**src/rtl/avr_opcode_coverage_profiler_unit_macros.svh**
```systemverilog
// ----------------------------------------------------------------------------
// Assertion macros for the opcode coverage profiler
// Concurrent checks that compile away when ASSERT_OFF is defined.
// ----------------------------------------------------------------------------
`ifndef AVR_OPCODE_COVERAGE_PROFILER_UNIT_MACROS_SVH
`define AVR_OPCODE_COVERAGE_PROFILER_UNIT_MACROS_SVH

`ifndef ASSERT_OFF

// Same-cycle implication, sampled at the rising edge, off during reset.
`define OCP_ASSERT_IMP(label, clk, rst_n, ante, cons) \
  label: assert property (@(posedge clk) disable iff (!rst_n) (ante) |-> (cons)) \
    else $error("profiler assertion failed");

// Next-cycle implication, sampled at the rising edge, off during reset.
`define OCP_ASSERT_NXT(label, clk, rst_n, ante, cons) \
  label: assert property (@(posedge clk) disable iff (!rst_n) (ante) |=> (cons)) \
    else $error("profiler assertion failed");

`else

`define OCP_ASSERT_IMP(label, clk, rst_n, ante, cons)
`define OCP_ASSERT_NXT(label, clk, rst_n, ante, cons)

`endif

`endif

```
**src/rtl/ocp_pkg.sv**
```systemverilog
// ----------------------------------------------------------------------------
// ocp_pkg
// Shared types, constants and decode tables of the opcode coverage profiler.
// ----------------------------------------------------------------------------
`timescale 1ns / 1ps

package ocp_pkg;

  localparam int NumClasses = 28;
  localparam int ClassW     = 5;
  localparam int CountW     = 16;
  localparam int MaxWordsDefault = 32768;

  localparam logic [ClassW-1:0] ClassOther = 5'd27;

  // Priority pattern list: the first matching entry gives the class.
  localparam int NumPatterns = 28;

  localparam logic [15:0] PatMask [NumPatterns] = '{
    16'hffff, 16'hff00, 16'hfc00, 16'hfc00, 16'hfc00, 16'hfc00, 16'hfc00,
    16'hfc00, 16'hfc00, 16'hfc00, 16'hfc00, 16'hfc00, 16'hfc00, 16'hf000,
    16'hf000, 16'hf000, 16'hf000, 16'hf000, 16'hfe0f, 16'hfe0f, 16'hf000,
    16'hf000, 16'hfe0f, 16'hfe0e, 16'hfc00, 16'hfc00, 16'hf000, 16'hfe0e
  };

  localparam logic [15:0] PatMatch [NumPatterns] = '{
    16'h0000, 16'h0100, 16'h0400, 16'h0800, 16'h0c00, 16'h1000, 16'h1400,
    16'h1800, 16'h1c00, 16'h2000, 16'h2400, 16'h2800, 16'h2c00, 16'h3000,
    16'h4000, 16'h5000, 16'h6000, 16'h7000, 16'h9200, 16'h9000, 16'h8000,
    16'ha000, 16'h940c, 16'h940e, 16'hc000, 16'hd000, 16'hf000, 16'h9400
  };

  localparam logic [ClassW-1:0] PatClass [NumPatterns] = '{
    5'd0,  5'd1,  5'd2,  5'd3,  5'd4,  5'd5,  5'd6,
    5'd7,  5'd8,  5'd9,  5'd10, 5'd11, 5'd12, 5'd13,
    5'd14, 5'd15, 5'd16, 5'd17, 5'd18, 5'd19, 5'd20,
    5'd20, 5'd21, 5'd22, 5'd23, 5'd24, 5'd25, 5'd26
  };

  typedef struct packed {
    logic [ClassW-1:0] word_class;
    logic              simple;
    logic              native;
    logic              two_word;
  } dec_t;

  typedef struct packed {
    logic [ClassW-1:0] word_class;
    logic              consumed;
    logic              simple_flag;
    logic              native_flag;
    logic              blocker_flag;
    logic [CountW-1:0] class_tally;
    logic [CountW-1:0] words_total;
    logic [CountW-1:0] simple_total;
    logic [CountW-1:0] native_total;
    logic [CountW-1:0] native_runs;
    logic [CountW-1:0] native_run_words;
    logic [CountW-1:0] longest_run;
  } res_t;

  function automatic logic [ClassW-1:0] classify(input logic [15:0] w);
    logic [ClassW-1:0] cls;
    cls = ClassOther;
    // Walk from the lowest priority up so the first match in the list wins.
    for (int i = NumPatterns - 1; i >= 0; i--) begin
      if ((w & PatMask[i]) == PatMatch[i]) cls = PatClass[i];
    end
    return cls;
  endfunction

  function automatic logic [CountW-1:0] sat_inc(input logic [CountW-1:0] v,
                                                input logic [CountW-1:0] cap);
    return (v < cap) ? v + 16'd1 : cap;
  endfunction

endpackage

```
**src/rtl/ocp_decode.sv**
```systemverilog
// ----------------------------------------------------------------------------
// ocp_decode
// Combinational opcode decoder: class, simple/native flags, two-word detect.
// ----------------------------------------------------------------------------
`timescale 1ns / 1ps

module ocp_decode (
  input  logic [15:0]   word,
  output ocp_pkg::dec_t dec
);

  logic [15:0] hi6;
  logic [15:0] hi4;
  logic [15:0] hi8;
  logic [15:0] tw;
  logic        base;

  assign hi6  = word & 16'hfc00;
  assign hi4  = word & 16'hf000;
  assign hi8  = word & 16'hff00;
  assign tw   = word & 16'hfe0f;
  assign base = (word == 16'h0000) || (hi8 == 16'h0100);

  always_comb begin
    dec.word_class = ocp_pkg::classify(word);
    dec.simple = base ||
                 hi6 == 16'h0400 || hi6 == 16'h0800 || hi6 == 16'h0c00 ||
                 hi6 == 16'h1400 || hi6 == 16'h1800 || hi6 == 16'h1c00 ||
                 hi4 == 16'h2000 || hi4 == 16'h3000 || hi4 == 16'h4000 ||
                 hi4 == 16'h5000 || hi4 == 16'h6000 || hi4 == 16'h7000 ||
                 hi4 == 16'he000;
    dec.native = base || hi4 == 16'he000 ||
                 hi6 == 16'h2c00 || hi6 == 16'h2000 || hi6 == 16'h2400 ||
                 hi6 == 16'h2800 || hi4 == 16'h6000 || hi4 == 16'h7000;
    dec.two_word = tw == 16'h9200 || tw == 16'h9000 ||
                   tw == 16'h940c || tw == 16'h940e;
  end

endmodule

```
**src/rtl/ocp_tally.sv**
```systemverilog
// ----------------------------------------------------------------------------
// ocp_tally
// Running totals, per-class blocker counts and the result register.
// ----------------------------------------------------------------------------
`timescale 1ns / 1ps

module ocp_tally #(
  parameter int MAX_WORDS = ocp_pkg::MaxWordsDefault
) (
  input  logic          clk,
  input  logic          rst_n,
  input  logic          step,
  input  logic          present,
  input  ocp_pkg::dec_t dec,
  output ocp_pkg::res_t res
);

  localparam logic [ocp_pkg::CountW-1:0] Cap =
    (MAX_WORDS < 65535) ? ocp_pkg::CountW'(MAX_WORDS) : 16'hffff;

  logic                          skip_r,    skip_nxt;
  logic [ocp_pkg::CountW-1:0]    run_r,     run_nxt;
  logic [ocp_pkg::CountW-1:0]    words_r,   words_nxt;
  logic [ocp_pkg::CountW-1:0]    simple_r,  simple_nxt;
  logic [ocp_pkg::CountW-1:0]    native_r,  native_nxt;
  logic [ocp_pkg::CountW-1:0]    runs_r,    runs_nxt;
  logic [ocp_pkg::CountW-1:0]    rwords_r,  rwords_nxt;
  logic [ocp_pkg::CountW-1:0]    longest_r, longest_nxt;
  logic [ocp_pkg::CountW-1:0]    blk_r [ocp_pkg::NumClasses];
  logic [ocp_pkg::CountW-1:0]    blk_cur;
  logic [ocp_pkg::CountW-1:0]    blk_inc;
  logic [ocp_pkg::CountW-1:0]    run_inc;
  logic                          blk_wr;
  ocp_pkg::res_t                 res_r, res_nxt;

  assign blk_cur = blk_r[dec.word_class];
  assign blk_inc = ocp_pkg::sat_inc(blk_cur, Cap);
  assign run_inc = ocp_pkg::sat_inc(run_r, Cap);

  always_comb begin
    skip_nxt    = skip_r;
    run_nxt     = run_r;
    words_nxt   = words_r;
    simple_nxt  = simple_r;
    native_nxt  = native_r;
    runs_nxt    = runs_r;
    rwords_nxt  = rwords_r;
    longest_nxt = longest_r;
    blk_wr      = 1'b0;
    res_nxt     = '0;
    if (skip_r) begin
      skip_nxt = 1'b0;
    end else if (!present) begin
      run_nxt = '0;
    end else begin
      res_nxt.word_class   = dec.word_class;
      res_nxt.consumed     = 1'b1;
      res_nxt.simple_flag  = dec.simple;
      res_nxt.native_flag  = dec.native;
      res_nxt.blocker_flag = !dec.native;
      words_nxt = ocp_pkg::sat_inc(words_r, Cap);
      if (dec.simple) simple_nxt = ocp_pkg::sat_inc(simple_r, Cap);
      if (dec.native) begin
        native_nxt = ocp_pkg::sat_inc(native_r, Cap);
        if (run_r == '0) runs_nxt = ocp_pkg::sat_inc(runs_r, Cap);
        run_nxt    = run_inc;
        rwords_nxt = ocp_pkg::sat_inc(rwords_r, Cap);
        if (run_inc > longest_r) longest_nxt = run_inc;
        res_nxt.class_tally = blk_cur;
      end else begin
        run_nxt  = '0;
        blk_wr   = 1'b1;
        skip_nxt = dec.two_word;
        res_nxt.class_tally = blk_inc;
      end
    end
    res_nxt.words_total      = words_nxt;
    res_nxt.simple_total     = simple_nxt;
    res_nxt.native_total     = native_nxt;
    res_nxt.native_runs      = runs_nxt;
    res_nxt.native_run_words = rwords_nxt;
    res_nxt.longest_run      = longest_nxt;
  end

  always_ff @(posedge clk) begin
    if (!rst_n) begin
      skip_r    <= 1'b0;
      run_r     <= '0;
      words_r   <= '0;
      simple_r  <= '0;
      native_r  <= '0;
      runs_r    <= '0;
      rwords_r  <= '0;
      longest_r <= '0;
      for (int i = 0; i < ocp_pkg::NumClasses; i++) blk_r[i] <= '0;
    end else if (step) begin
      skip_r    <= skip_nxt;
      run_r     <= run_nxt;
      words_r   <= words_nxt;
      simple_r  <= simple_nxt;
      native_r  <= native_nxt;
      runs_r    <= runs_nxt;
      rwords_r  <= rwords_nxt;
      longest_r <= longest_nxt;
      if (blk_wr) blk_r[dec.word_class] <= blk_inc;
    end
  end

  // Result payload needs no reset; its valid bit lives in the top level.
  always_ff @(posedge clk) begin
    if (step) res_r <= res_nxt;
  end

  assign res = res_r;

endmodule

```
**src/rtl/avr_opcode_coverage_profiler_unit.sv**
```systemverilog
// ----------------------------------------------------------------------------
// avr_opcode_coverage_profiler_unit
// Opcode coverage profiler: classifies program words and keeps running totals.
// ----------------------------------------------------------------------------
// Usage:
//   Program words enter on the in_ channel in address order, one per transfer,
//   with in_word_present set when both bytes of the word were loaded. Every
//   input transfer yields exactly one result transfer on the out_ channel,
//   carrying the word's class and flags, the updated blocker count of its
//   class and all running totals.
//   The word is held in the input register, and the decode and all counter
//   updates form the single combinational stage between it and the result
//   register. Throughput is one word per cycle while out_ready keeps up,
//   set by the flop-based counters that update in that one stage.
//   A stalled receiver (out_ready low) holds the result; the input register
//   still takes one more word, after which in_ready drops until the result
//   is taken.
//   Reset clears all totals, the run length, the pending second-word skip and
//   the 28 per-class blocker counts at once; in_ready is high when it ends.
//   Counts saturate at the smaller of MAX_WORDS and 65535.
// ----------------------------------------------------------------------------
`timescale 1ns / 1ps

`include "avr_opcode_coverage_profiler_unit_macros.svh"

module avr_opcode_coverage_profiler_unit #(
  parameter int MAX_WORDS = ocp_pkg::MaxWordsDefault
) (
  input  logic                              clk,
  input  logic                              rst_n,
  input  logic                              in_valid,
  output logic                              in_ready,
  input  logic [15:0]                       in_program_word,
  input  logic                              in_word_present,
  output logic                              out_valid,
  input  logic                              out_ready,
  output logic [ocp_pkg::ClassW-1:0]        out_word_class,
  output logic                              out_consumed,
  output logic                              out_simple_flag,
  output logic                              out_native_flag,
  output logic                              out_blocker_flag,
  output logic [ocp_pkg::CountW-1:0]        out_class_tally,
  output logic [ocp_pkg::CountW-1:0]        out_words_total,
  output logic [ocp_pkg::CountW-1:0]        out_simple_total,
  output logic [ocp_pkg::CountW-1:0]        out_native_total,
  output logic [ocp_pkg::CountW-1:0]        out_native_runs,
  output logic [ocp_pkg::CountW-1:0]        out_native_run_words,
  output logic [ocp_pkg::CountW-1:0]        out_longest_run
);

  logic          in_vld_r;
  logic [15:0]   word_r;
  logic          present_r;
  logic          out_vld_r;
  logic          step;
  logic          in_xfer;
  ocp_pkg::dec_t dec;
  ocp_pkg::res_t res;

  // The held word moves to the result register when that register is free.
  assign step     = in_vld_r && (!out_vld_r || out_ready);
  assign in_ready = !in_vld_r || step;
  assign in_xfer  = in_valid && in_ready;

  always_ff @(posedge clk) begin
    if (!rst_n) begin
      in_vld_r  <= 1'b0;
      out_vld_r <= 1'b0;
    end else begin
      if (in_ready)            in_vld_r  <= in_valid;
      if (step)                out_vld_r <= 1'b1;
      else if (out_ready)      out_vld_r <= 1'b0;
    end
  end

  always_ff @(posedge clk) begin
    if (in_xfer) begin
      word_r    <= in_program_word;
      present_r <= in_word_present;
    end
  end

  ocp_decode u_decode (
    .word (word_r),
    .dec  (dec)
  );

  ocp_tally #(
    .MAX_WORDS (MAX_WORDS)
  ) u_tally (
    .clk     (clk),
    .rst_n   (rst_n),
    .step    (step),
    .present (present_r),
    .dec     (dec),
    .res     (res)
  );

  assign out_valid            = out_vld_r;
  assign out_word_class       = res.word_class;
  assign out_consumed         = res.consumed;
  assign out_simple_flag      = res.simple_flag;
  assign out_native_flag      = res.native_flag;
  assign out_blocker_flag     = res.blocker_flag;
  assign out_class_tally      = res.class_tally;
  assign out_words_total      = res.words_total;
  assign out_simple_total     = res.simple_total;
  assign out_native_total     = res.native_total;
  assign out_native_runs      = res.native_runs;
  assign out_native_run_words = res.native_run_words;
  assign out_longest_run      = res.longest_run;

  // An unscanned word carries no class, flags or tally.
  `OCP_ASSERT_IMP(a_unscanned_clear, clk, rst_n, out_vld_r && !out_consumed,
    out_word_class == '0 && out_simple_flag == 1'b0 && out_native_flag == 1'b0 &&
    out_blocker_flag == 1'b0 && out_class_tally == '0)
  // A blocker is exactly a scanned word that is not native.
  `OCP_ASSERT_IMP(a_blocker_def, clk, rst_n, out_vld_r,
    out_blocker_flag == (out_consumed && !out_native_flag))
  // Every native word lies inside a run, so both totals advance together.
  `OCP_ASSERT_IMP(a_run_words, clk, rst_n, out_vld_r,
    out_native_run_words == out_native_total)
  // A result that is not taken stays for the next cycle.
  `OCP_ASSERT_NXT(a_result_hold, clk, rst_n, out_vld_r && !out_ready,
    out_vld_r && $stable(out_words_total))

endmodule

```
**config.mk**
```make
export PLATFORM = sky130hd
export DESIGN_NAME = avr_opcode_coverage_profiler_unit
export DESIGN_NICKNAME = d
export VERILOG_FILES = /design/src/rtl/ocp_pkg.sv /design/src/rtl/ocp_decode.sv /design/src/rtl/ocp_tally.sv /design/src/rtl/avr_opcode_coverage_profiler_unit.sv
export VERILOG_INCLUDE_DIRS = /design/src /design/src/rtl
export SDC_FILE = /design/constraint.sdc
export NUM_CORES = 1
export LEC_CHECK = 0
export ABC_CLOCK_PERIOD_IN_PS = 5750
export BUFFER_PORTS_ARGS = -buffer_cell sky130_fd_sc_hd__buf_2
export CAP_MARGIN = 20
export CORE_ASPECT_RATIO = 1.1
export CORE_UTILIZATION = 35
export DETAILED_ROUTE_END_ITERATION = 10
export SLEW_MARGIN = 15
export SYNTH_ARGS = -nofsm -noshare
export SYNTH_HDL_FRONTEND = slang
export SYNTH_SLANG_ARGS = --single-unit
```
**constraint.sdc**
```tcl
create_clock -name clk -period 5.75 [get_ports clk]
set_input_delay 0 -clock clk [delete_from_list [all_inputs] [get_ports clk]]
set_output_delay 0 -clock clk [all_outputs]
set_load 0.02 [all_outputs]
```
## Word-level counts from Yosys, hierarchy flattened

Memories as Yosys holds them, arrays and structs flattened.
Cells that the tools add are included.

| storage, ports and cells | value |
|---|---|
| ROM bits | 0 |
| register bits after elaboration | 253 |
| output and inout bits | 123 |
| memories | 1 |
| bits in latches | 0 |
| bits in writable memories | 448 |
| bits of input ports | 21 |
| logic and storage cells | 183 |

Memory list:

| name | words | width | rd ports | clocked after Yosys merged registers in | wr ports | line | RTL |
|---|---|---|---|---|---|---|---|
| u_tally.blk_r | 28 | 16 | 1 | 0 | 28 | ocp_tally.sv:29 | `logic [ocp_pkg::CountW-1:0] blk_r [ocp_pkg::NumClasses];` |

| cells by class | value |
|---|---|
| reduce and logical (&&, ||, !) cells | 37 |
| shift-type cells | 0 |
| $mul | 0 |
| bitwise logic cells | 2 |
| $lt $le $gt $ge | 8 |
| add/subtract/negate cells | 7 |
| eq/ne operators | 30 |
| divide/modulo/power cells | 0 |
| muxes and demuxes | 74 |

Operators with widths:

| cell | count |
|---|---|
| $mux 16 | 30 |
| $mux 5 | 28 |
| $add 16x1->16 const B | 7 |
| $lt 16x16->1 const B | 7 |
| $eq 11x11->1 const B | 4 |
| $logic_not 16->1 | 2 |
| $logic_or 1x1->1 | 26 |
| $eq 6x3->1 const B | 4 |
| $eq 6x4->1 const B | 4 |
| $eq 10x10->1 const B | 2 |
| $mux 20 | 1 |
| $eq 4x3->1 const B | 4 |
| $eq 4x4->1 const B | 4 |
| $gt 16x16->1 | 1 |
| $reduce_or 16->1 | 1 |
| $mux 1 | 15 |
| $eq 6x2->1 const B | 2 |
| $eq 6x6->1 const B | 2 |
| $eq 4x2->1 const B | 2 |
| $eq 8x1->1 const B | 1 |
| $eq 6x1->1 const B | 1 |
| $logic_not 1->1 | 3 |
| $logic_and 1x1->1 | 2 |
| $not 1->1 | 2 |
| other kinds (3) | 3 |

## Logic depth before layout (Yosys ltp)

Gate-level depths: netlist of the first run.
An unclocked memory read counts as a cell.

| depth | value |
|---|---|
| depth after elaboration | 34 |
| mapped depth | 22 |
| depth with buffers taken out | 17 |

## Modules after synthesis

From an unflattened synthesis of the first run, not the netlist that was laid out.

| second synthesis, totals | value |
|---|---|
| cell total of the unflattened synthesis | 2880 |
| area total of the unflattened synthesis | 34395.5 µm² |

By module, submodules not included:

| module | cells an instance | area each (µm²) | times used | seq. area each (µm²) |
|---|---|---|---|---|
| ocp_tally | 2779 | 33309.4 | 1 | 21270.4 |
| avr_opcode_coverage_profiler_unit | 26 | 614.3 | 1 | 550.5 |
| ocp_decode | 75 | 471.7 | 1 | 0.0 |

## Least setup slack after synthesis of the first run

Ideal clock, no wire load.

| timing path | value |
|---|---|
| kind | register to register |
| from | register out_vld_r, in the netlist out_valid |
| to | register u_tally.res_r (netlist bit u_tally.res[0]) (enable) |
| library setup time | 532 ps |
| data arrival time | 4670 ps |
| period minus slack after synthesis | 5202 ps |
| stages on the path, launching flop included | 7 |
| slack | 548 ps |
| required time | 5218 ps |
| path buffers | 3 |
| cell sequence | dfxtp_1 -> nor2b_1 -> nand2b_1 -> clkbuf_1 -> inv_1 -> clkbuf_1 -> clkbuf_1 |

| on the way | value |
|---|---|
| cells in the longest elaborated chain, start to end | 3 |

Ends and longest elaborated chain:

| element | line | RTL |
|---|---|---|
| start, declared | avr_opcode_coverage_profiler_unit.sv:54 | `logic out_vld_r;` |
| start signal, assigned | avr_opcode_coverage_profiler_unit.sv:68 | `out_vld_r <= 1'b0;` |
| start signal, assigned | avr_opcode_coverage_profiler_unit.sv:71 | `if (step) out_vld_r <= 1'b1;` |
| start signal, assigned | avr_opcode_coverage_profiler_unit.sv:72 | `else if (out_ready) out_vld_r <= 1'b0;` |
| $logic_not 1->1 | avr_opcode_coverage_profiler_unit.sv:61 | `assign step = in_vld_r && (!out_vld_r \|\| out_ready);` |
| $logic_or 1x1->1 | avr_opcode_coverage_profiler_unit.sv:61 |  |
| $logic_and 1x1->1 | avr_opcode_coverage_profiler_unit.sv:61 |  |
| via step | avr_opcode_coverage_profiler_unit.sv:55 | `logic step;` |
| end signal, assigned | ocp_tally.sv:111 | `if (step) res_r <= res_nxt;` |
| end, declared | ocp_tally.sv:34 | `ocp_pkg::res_t res_r, res_nxt;` |

The timed path passes the listed nets, and every way through them passes these cells.
A chain may end at the register's enable or synchronous reset.

## Worst setup path in the final report of the first run

| timing path | value |
|---|---|
| from | register word_r[12] |
| to | register u_tally.res_r (netlist bit u_tally.res[102]) (data pin) |

| on the way | value |
|---|---|
| cells in the longest elaborated chain, start to end | 33 |
| elaborated cells between the ends (all ways) | 70 |
| those cells by class | 1 x add/sub; 1 x order compare; 28 x eq/ne; 30 x mux; 9 x reduce/logical; 1 x memory |

Ends and longest elaborated chain:

| element | line | RTL |
|---|---|---|
| start, declared | avr_opcode_coverage_profiler_unit.sv:52 | `logic [15:0] word_r;` |
| start signal, assigned | avr_opcode_coverage_profiler_unit.sv:78 | `word_r <= in_program_word;` |
| $eq 10x10->1 | ocp_pkg.sv:67 | `if ((w & PatMask[i]) == PatMatch[i]) cls = PatClass[i];` |
| $mux 1 | ocp_pkg.sv:67 |  |
| $mux 5 (27 in a row) | ocp_pkg.sv:67 |  |
| $mem_v2 28x16 | -- |  |
| $add 16x1->16 / $lt 16x16->1 (equally long branches) | ocp_pkg.sv:74 | `return (v < cap) ? v + 16'd1 : cap;` |
| $mux 16 | ocp_pkg.sv:74 |  |
| $mux 16 (*) | ocp_tally.sv:63 | `if (dec.native) begin` |

Every way passes the cells marked *; elsewhere a longest branch is shown, timed or not.

==> summary.md, run 1 <==
| Metric | Value |
|---|---|
| Status | finished with violations |
| Violated checks | DRC |
| Share of cells above drive strength 1 | roughly 14% |
| Worst relative slew slack | 26.10% |
| Sequential share of the synthesized area | 62.99% |
| Max-slew violation count | 0 |
| Total number of yosys warnings | 0 |
| Placed cells | 4299 |
| DR DRC count | 8 |
| Global-route wire length before repair | 146200 µm |
| Count of cell types in the netlist | 85 |
| Core area | 89350 µm² |
| Critical path endpoint category | flop |
| DP Area | 34400 µm² |
| Post-synth EDFFs | 586 |
| IO Count | 144 |
| Iter 0 DRT Violations | 2832 |
| Die Area | 91470 µm² |
| Synthesized cell area | about 32000 µm² |
| Setup crit start kind | flop |
| Std cell rows | 115 |
| Die Y | 317.1 µm |
| DR top layer | met4 |
| CTS tree | done |
| Leading area contributor after synthesis | edfxtp_1 |
| Largest net degree at the start of global routing | between 80 and 90 |
| Clk_skew | 26.24 ps |
| Lkg Pwr | 13.70 nW |
| Ys flop type | edfxtp_1 |
| Cell at the root of the clock tree | clkbuf_16 |
| Final Critical Period | 5509 ps |
| Power per Cell Area | 328.8 nW/µm² |
| Grt ovf | 0 |
| Largest cells by area after synthesis | edfxtp_1, dfxtp_1, nor2_1 |
| Num CTS Buffers | 73 |
| Drt pass-1 iters | 9 |
| Flops & latches, synth | 701 |
| Area grow syn2layout | 17.36% |
| Latest clock arrival within the worst-skew pair | 640 ps |
| Final Util | 41.49% |
| Met3 wire length | 8187 µm |
| Slowest CP cell | edfxtp_1 |
| CP Max Fanout | 35 |
| Yosys top cell area share | 55.70% |
| Final hold viol count | 0 |
| Vias per std cell | 5.425 |
| Detail Route Antenna Nets | 0 |
| Die W | 288.5 µm |
| Starting density of the core | approximately 35% |
| Non-filler cells, final | 4466 |
| Hold depth | 2 |
| Routed len/inst | between 20 and 25 µm |
| CP Class | flop to flop |
| Fin Setup TNS | 0 ps |
| Initial antenna violation count | 1 |
| Clock buffer depth | 3 |
| Worst-path clk slew | 60 ps |
| Placer Congestion | approximately 0.96 |
| Wire length on met2 | 47780 µm |
| Critical-path cell list | nor4b_1 > nor4b_4 > o2111ai_2 > nor2_4 > buf_4 > mux2i_1 > o22ai_1 > or4_1 > or3_1 > nor3_2 > buf_4 > a21oi_1 > o21ai_0 |
| Reg2Reg Depth | 13 |
| Maximum clock rate | 181.5 MHz |
| Input/output buffers | 143 |
| Tot GR Track Use | about 22% |
| Arrival time worst endpoint | 5870 ps |
| Dpl hpwl | 67440 µm |
| Clock sinks | approximately 700 |
| Met1 wire length | 40720 µm |
| Final WS setup | 240.6 ps |
| Number of global-route vias before repair | 22550 |
| H-Tree Depth | 3 |
| Largest stage delay, worst path | 630 ps |
| Gate Count Post-Synth | 2948 |
| Final period utilization | a little over nine tenths |
| Final nets | 3281 |
| Vias post-DR | 24230 |
| Maximum vdd drop | 0.1828 mV |
| Final wirelength | 100900 µm |
| RSZ-0062 raised after global routing | no |
| Worst-margin pin slew | ~1100 ps |
| Syn Area/Cell | 10.72 µm² |
| Final setup vio count | 0 |
| Hold WC Path Type | primary input to flop |
| Finished Cell Area | 37070 µm² |
| Async S/R FF share, synth | 0% |
| Most common cell on crit path | buf_4 |
| Required time of the critical path | 6110 ps |
| Setup Slack @ Placement | 305.0 ps |
| Maxcap violations | 0 |
## cell usage in the layout, fill, tap and decap left out, types with 24 or more instances in the layout
cell / n
nor3_1: 62
buf_2: 144
a211oi_1: 24
xor2_1: 33
nor2_1: 501
o21ai_0: 76
conb_1: 128
dfxtp_1: 115
clkbuf_16: 77
nand2_1: 488
mux2_2: 28
nand3_1: 149
a31oi_1: 26
ha_1: 24
mux2i_1: 41
inv_1: 51
a22oi_1: 33
a21oi_1: 155
buf_4: 107
nand4_1: 53
edfxtp_1: 586
## worst paths after layout
path | from | to | slack (ps)
setup reg to reg | word_r[12]$_DFFE_PP_ | u_tally.res[102]$_SDFFCE_PP0P_ | 240
hold / removal | in_program_word[4] | word_r[4]$_DFFE_PP_ | 100
hold reg to reg | u_tally.simple_r[8]$_SDFFE_PN0P_ | u_tally.simple_r[8]$_SDFFE_PN0P_ | 480
setup / recovery | word_r[12]$_DFFE_PP_ | u_tally.res[102]$_SDFFCE_PP0P_ | 240
## repair_timing
item / 4_1_cts / 5_1_grt
hold endpoints to repair: 25 / 0
buffers inserted: 0 / 8
gates resized for setup: 0 / 3
setup endpoints to repair: 0 / 80
hold buffers: 21 / 0
## cell usage after synthesis (all sizes together) (4+ instances only)
library cell,count
o211ai,5
o21ai,82
dfxtp,115
nor3,73
a211oi,25
xor2,36
mux2i,41
nor2b,7
edfxtp,586
or2,11
o221ai,8
clkbuf,102
nand2,490
o211a,6
o22ai,23
a32oi,13
a32o,4
and2,5
a31oi,27
nand2b,14
a31o,6
mux2,28
nor4,20
nand4,53
xnor2,22
nand3,149
a21o,8
inv,53
and4,7
o32ai,5
nor4b,5
or4,9
and3,23
buf,96
a22oi,33
a311oi,9
a21oi,155
or3,17
nor2,504
nor3b,7
ha,24
## worst max-delay path, delay by kind of cell (launching register included)
| family | cells | cell delay (ps) |
|---|---|---|
| compound gates | 4 | 1070 |
| buf+inv | 2 | 660 |
| flops | 1 | 630 |
| mux | 1 | 460 |
| simple gates | 6 | 2390 |
## where the power goes
part	switching, mW	internal [mW]
Sequential	0.0975	5.75
Combinational	1.16	0.430
Clock	2.02	2.73
## routing by layer
layer / global-route usage, % / vias up
li1: - / 11020
met1: 28.60 / 11840
met3: 3.214 / 236
met4: 9.488 / 0
met2: 34.94 / 1136
met5: 0 / -
## through the flow
step | total power, mW | hold WS, ps
3_3_place_gp | 7.475 | 177.1
4_1_cts | 12.23 | 66.36
5_1_grt | 12.54 | 86.40
3_5_place_dp | 7.487 | 180.1
2_1_floorplan | 6.843 | 98.87
6_report | 12.19 | 96.66
## kinds of logic after synthesis
logic type | count (synthesis) | share of synthesized area [%]
AND/OR/NAND/NOR | 1406 | 19.83
flip-flops | 701 | 62.99
AO/OA/AOI/OAI | 437 | 8.753
buffers and inverters | 252 | 3.561
multiplexers | 69 | 2.297
XOR/XNOR | 58 | 1.608
adder cells (fa/ha/maj) | 24 | 0.9506
other | 1 | 0.01187
## registers in the layout, indices dropped and copies added, names as in the netlist
register	cells
u_tally.runs_r	16
u_tally.simple_r	16
u_tally.longest_r	16
u_tally.skip_r	1
u_tally.blk_r	448
in_vld_r	1
present_r	1
u_tally.run_r	16
u_tally.rwords_r	16
word_r	16
u_tally.words_r	16
u_tally.res	121
out_valid	1
u_tally.native_r	16
## layout make-up
cell class                 instances  area, µm²
inverter                          54      212.7
fill                            8518      52280
timing repair buffer             283       1954
clock buffer                      95       2004
clock inverter                    38      347.8
multi-input combinational       2123      11190
sequential                       701      19900
tap                             1170       1464
antenna                            2      5.005
Note: power is estimated with default switching activity, not from simulation.
==> inputs of run 2 (changes only) <==
--- a/config.mk
+++ b/config.mk
@@ -15,4 +15,5 @@
 export SLEW_MARGIN = 15
 export SYNTH_ARGS = -nofsm -noshare
 export SYNTH_HDL_FRONTEND = slang
+export SYNTH_HIERARCHICAL = 1
 export SYNTH_SLANG_ARGS = --single-unit
==> run 2 against run 1 <==
Against the previous run:
- the run now ends clean
- global-route usage is 2.1 points lower
- via count is 3.4% lower
- die area is 8.8% higher
- sequential power rose by 7.7%
- count of clock-buffer cells in the layout unchanged
- setup slack gained 74 ps
- flip-flop and latch count increased by 64
- synthesized cell count down 2.3%
==> summary.md, run 2 <==
| Metric | Value |
|---|---|
| Max-slew violation count | 0 |
| Final wirelength | approximately 98000 µm |
| Most common cell after layout, fill and taps aside | edfxtp_1 |
| Final hold viol count | 0 |
| Maximum clock rate | 184.0 MHz |
| Largest net degree at the start of global routing | 167 |
| DR DRC count | 0 |
| Final WS setup | 314.3 ps |
| Gate Count Post-Synth | 2880 |
| CTS Hold Bufs | 20 |
| Flops & latches, synth | 765 |
| Non-filler cells, final | around 4400 |
| Starting density of the core | 35.35% |
| Post-CTS sizing | 0 |
| Lkg Pwr | ~15 nW |
| Final setup vio count | 0 |
| Internal power | 9.514 mW |
| Vias per std cell | 5.334 |
| Num CTS Buffers | 77 |
| Vias post-DR | 23400 |
| Iter 0 DRT Violations | between 2000 and 2500 |
| IO Count | 144 |
| Fin Setup TNS | 0 ps |
| Top cells by count, synth | edfxtp_1, nor2_1, mux2i_1 |
| Switching portion of total power | between 20% and 30% |
| Commonest cells after routing, fill and taps aside | edfxtp_1, nor2_1, mux2i_1 |
| Reg power frac | 48.5% |
| Clock sinks | roughly 770 |
| Routed len/inst | 22.31 µm |
| Worst-path clk slew | approximately 60 ps |
| Syn Area/Cell | 11.94 µm² |
| Worst-margin pin slew | about 1100 ps |
| Setup Slack @ Placement | roughly 420 ps |
| Reg2Reg Depth | 19 |
| Required time of the critical path | 6140 ps |
| Hold Slack | 11.68 ps |
| Latest clock arrival within the worst-skew pair | ~650 ps |
| Drt pass-1 iters | 6 |
| Slowest CP cell | xnor2_2 |
| Die W | 300.9 µm |
| Power per Cell Area | 327.8 nW/µm² |
| Async S/R FF share, synth | 0% |
| Yosys top cell area share | 56.75% |
| Max reg flops | between 500 and 600 |
| Syn_nets | between 2000 and 3000 |
| Cell at the root of the clock tree | clkbuf_16 |
| Arrival time worst endpoint | 5830 ps |
| Initial antenna violation count | 0 |
| Sw Pwr | 3.471 mW |
| Fill cells | 9143 |
| Placed cells | 4225 |
| Wire length on met2 | approximately 48000 µm |
| Largest Register | u_tally/blk_r |
| Number of global-route vias before repair | 22390 |
| Area grow syn2layout | 15.17% |
| Worst relative slew slack | between 20% and 30% |
| FF/Latch Area | 21820 µm² |
| CP Class | flop to flop |
| Core area | between 90000 and 100000 µm² |
| Final nets | 3087 |
| Final period utilization | 94.53% |
| Maxcap violations | 0 |
| RSZ-0062 raised after global routing | no |
| Share of cells above drive strength 1 | 14.81% |
| Comb pwr share | 13.5% |
| Clock buffer depth | 3 |
| Count of cell types in the netlist | 78 |
| Setup crit start kind | flop |
| Clk_skew | 33.14 ps |
| Die Y | between 300 and 400 µm |
| Die Area | 99530 µm² |
| Post-CTS setup buffer count | 0 |
| DR top layer | met4 |
| Total power | 12.98 mW |
| Clk pwr share | a little under two fifths |
| Met3 wire length | 6273 µm |
| CTS tree | done |
| Most common cell on crit path | buf_4 |
| Sequential share of the synthesized area | approximately 63% |
| Global-route wire length before repair | 144700 µm |
| Critical-path cell list | nand4bb_1 > or2_2 > nor4b_1 > nor3_2 > buf_12 > buf_4 > buf_12 > mux2i_1 > o22ai_1 > nor4_1 > nand2_1 > ha_1 > a21boi_2 > nand4_4 > buf_4 > nor2_1 > xnor2_2 > buf_4 > nor2_1 |
| Input/output buffers | 143 |
| Dpl hpwl | 67160 µm |
| Tot GR Track Use | 19.41% |
| Synthesized cell area | 34400 µm² |
| Placer Congestion | 0.9594 |
| Total number of yosys warnings | 6 |
| Ys flop type | edfxtp_1 |
| Hold WC Path Type | primary input to flop |
| Met1 wire length | 40000 µm |
| Grt ovf | 0 |
| Final Critical Period | 5436 ps |
| Largest stage delay, worst path | 610 ps |
| Hold depth | 3 |
| Post-synth EDFFs | 650 |
| Status | completed |
| Critical path endpoint category | flop |
| Multi-input gate area | 11640 µm² |
| Maximum vdd drop | 0.2367 mV |
| Detail Route Antenna Nets | 0 |
| Leading area contributor after synthesis | edfxtp_1 |
| Most frequent cell after synthesis | edfxtp_1 |
| H-Tree Depth | 3 |
| Antenna diodes | 0 |
| Std cell rows | 120 |
| Largest cells by area after synthesis | edfxtp_1, mux2i_1, nor2_1 |
| CP Max Fanout | 37 |
==> run 2: cell types whose count changed after synthesis, moves of 20 or more <==
cell,previous run,this run
nand2_1,488,198
mux2i_1,41,269
nor2_1,501,641
o22ai_1,23,112
nand3_1,149,71
a21oi_1,155,90
edfxtp_1,586,650
nand4_1,53,19
o21ai_0,76,47
a211oi_1,24,3
a31oi_1,27,6
nor4_1,15,36
mux4_2,0,20
==> run 2: cell families after synthesis <==
logic type	after synthesis	synth area share, %
xor+xnor	61	1.553
mux	307	9.727
buf+inv	231	3.103
fa+ha+maj	23	0.8367
compound gates	333	5.951
simple gates	1160	15.39
flops	765	63.44
==> run 2: final timing paths <==
| kind | startpoint | endpoint | slack (ps) |
|---|---|---|---|
| max | word_r[13]$_DFFE_PP_ | u_tally/blk_r[3][8]$_SDFFCE_PN0P_ | 310 |
| min | rst_n | u_tally/native_r[13]$_SDFFE_PN0P_ | 10 |
| max reg2reg | word_r[13]$_DFFE_PP_ | u_tally/blk_r[3][8]$_SDFFCE_PN0P_ | 310 |
| min reg2reg | u_tally/longest_r[3]$_SDFFE_PN0P_ | u_tally/longest_r[3]$_SDFFE_PN0P_ | 480 |
==> run 2: per-stage QoR <==
stage | cell area [µm²] | utilization, %
after floorplan | 34400 | -
after detailed placement | 36930 | 37.96
after global routing | 39610 | 40.72
final | 39610 | 40.72
after global placement | 36930 | 37.96
after CTS | 39610 | 40.72
==> run 2: layout make-up <==
| cell class | count | area share [%] |
|---|---|---|
| multi-input combinational | 1884 | 29.37 |
| clock buffer | 95 | 5.190 |
| inverter | 47 | 0.4454 |
| tap | 1281 | 4.046 |
| timing repair buffer | 268 | 4.776 |
| sequential | 765 | 55.09 |
| clock inverter | 47 | 1.083 |
==> run 2: power groups by stage <==
stage          registers (mW)  logic, mW  clock network (mW)
2_1_floorplan            6.45      0.989                   0
3_3_place_gp             6.41       1.73                   0
3_5_place_dp             6.41       1.73                   0
4_1_cts                  6.29       1.75                5.03
5_1_grt                  6.31       1.83                5.26
6_report                 6.29       1.76                4.94
==> run 2: metal layers <==
metal | GRT usage (%) | vias up
met2 | 33.44 | 906
li1 | - | 10770
met3 | 3.076 | 154
met1 | 24.57 | 11570
met5 | 0 | -
met4 | 7.040 | 0
==> run 2: critical path, delay by kind of cell, from the launching register on <==
kind	cells	cell delay (ps)
multiplexers	1	180
AND/OR/NAND/NOR	9	2150
buffers and inverters	5	1130
AO/OA/AOI/OAI	2	300
flip-flops	1	540
XOR/XNOR	1	610
adder cells (fa/ha/maj)	1	270
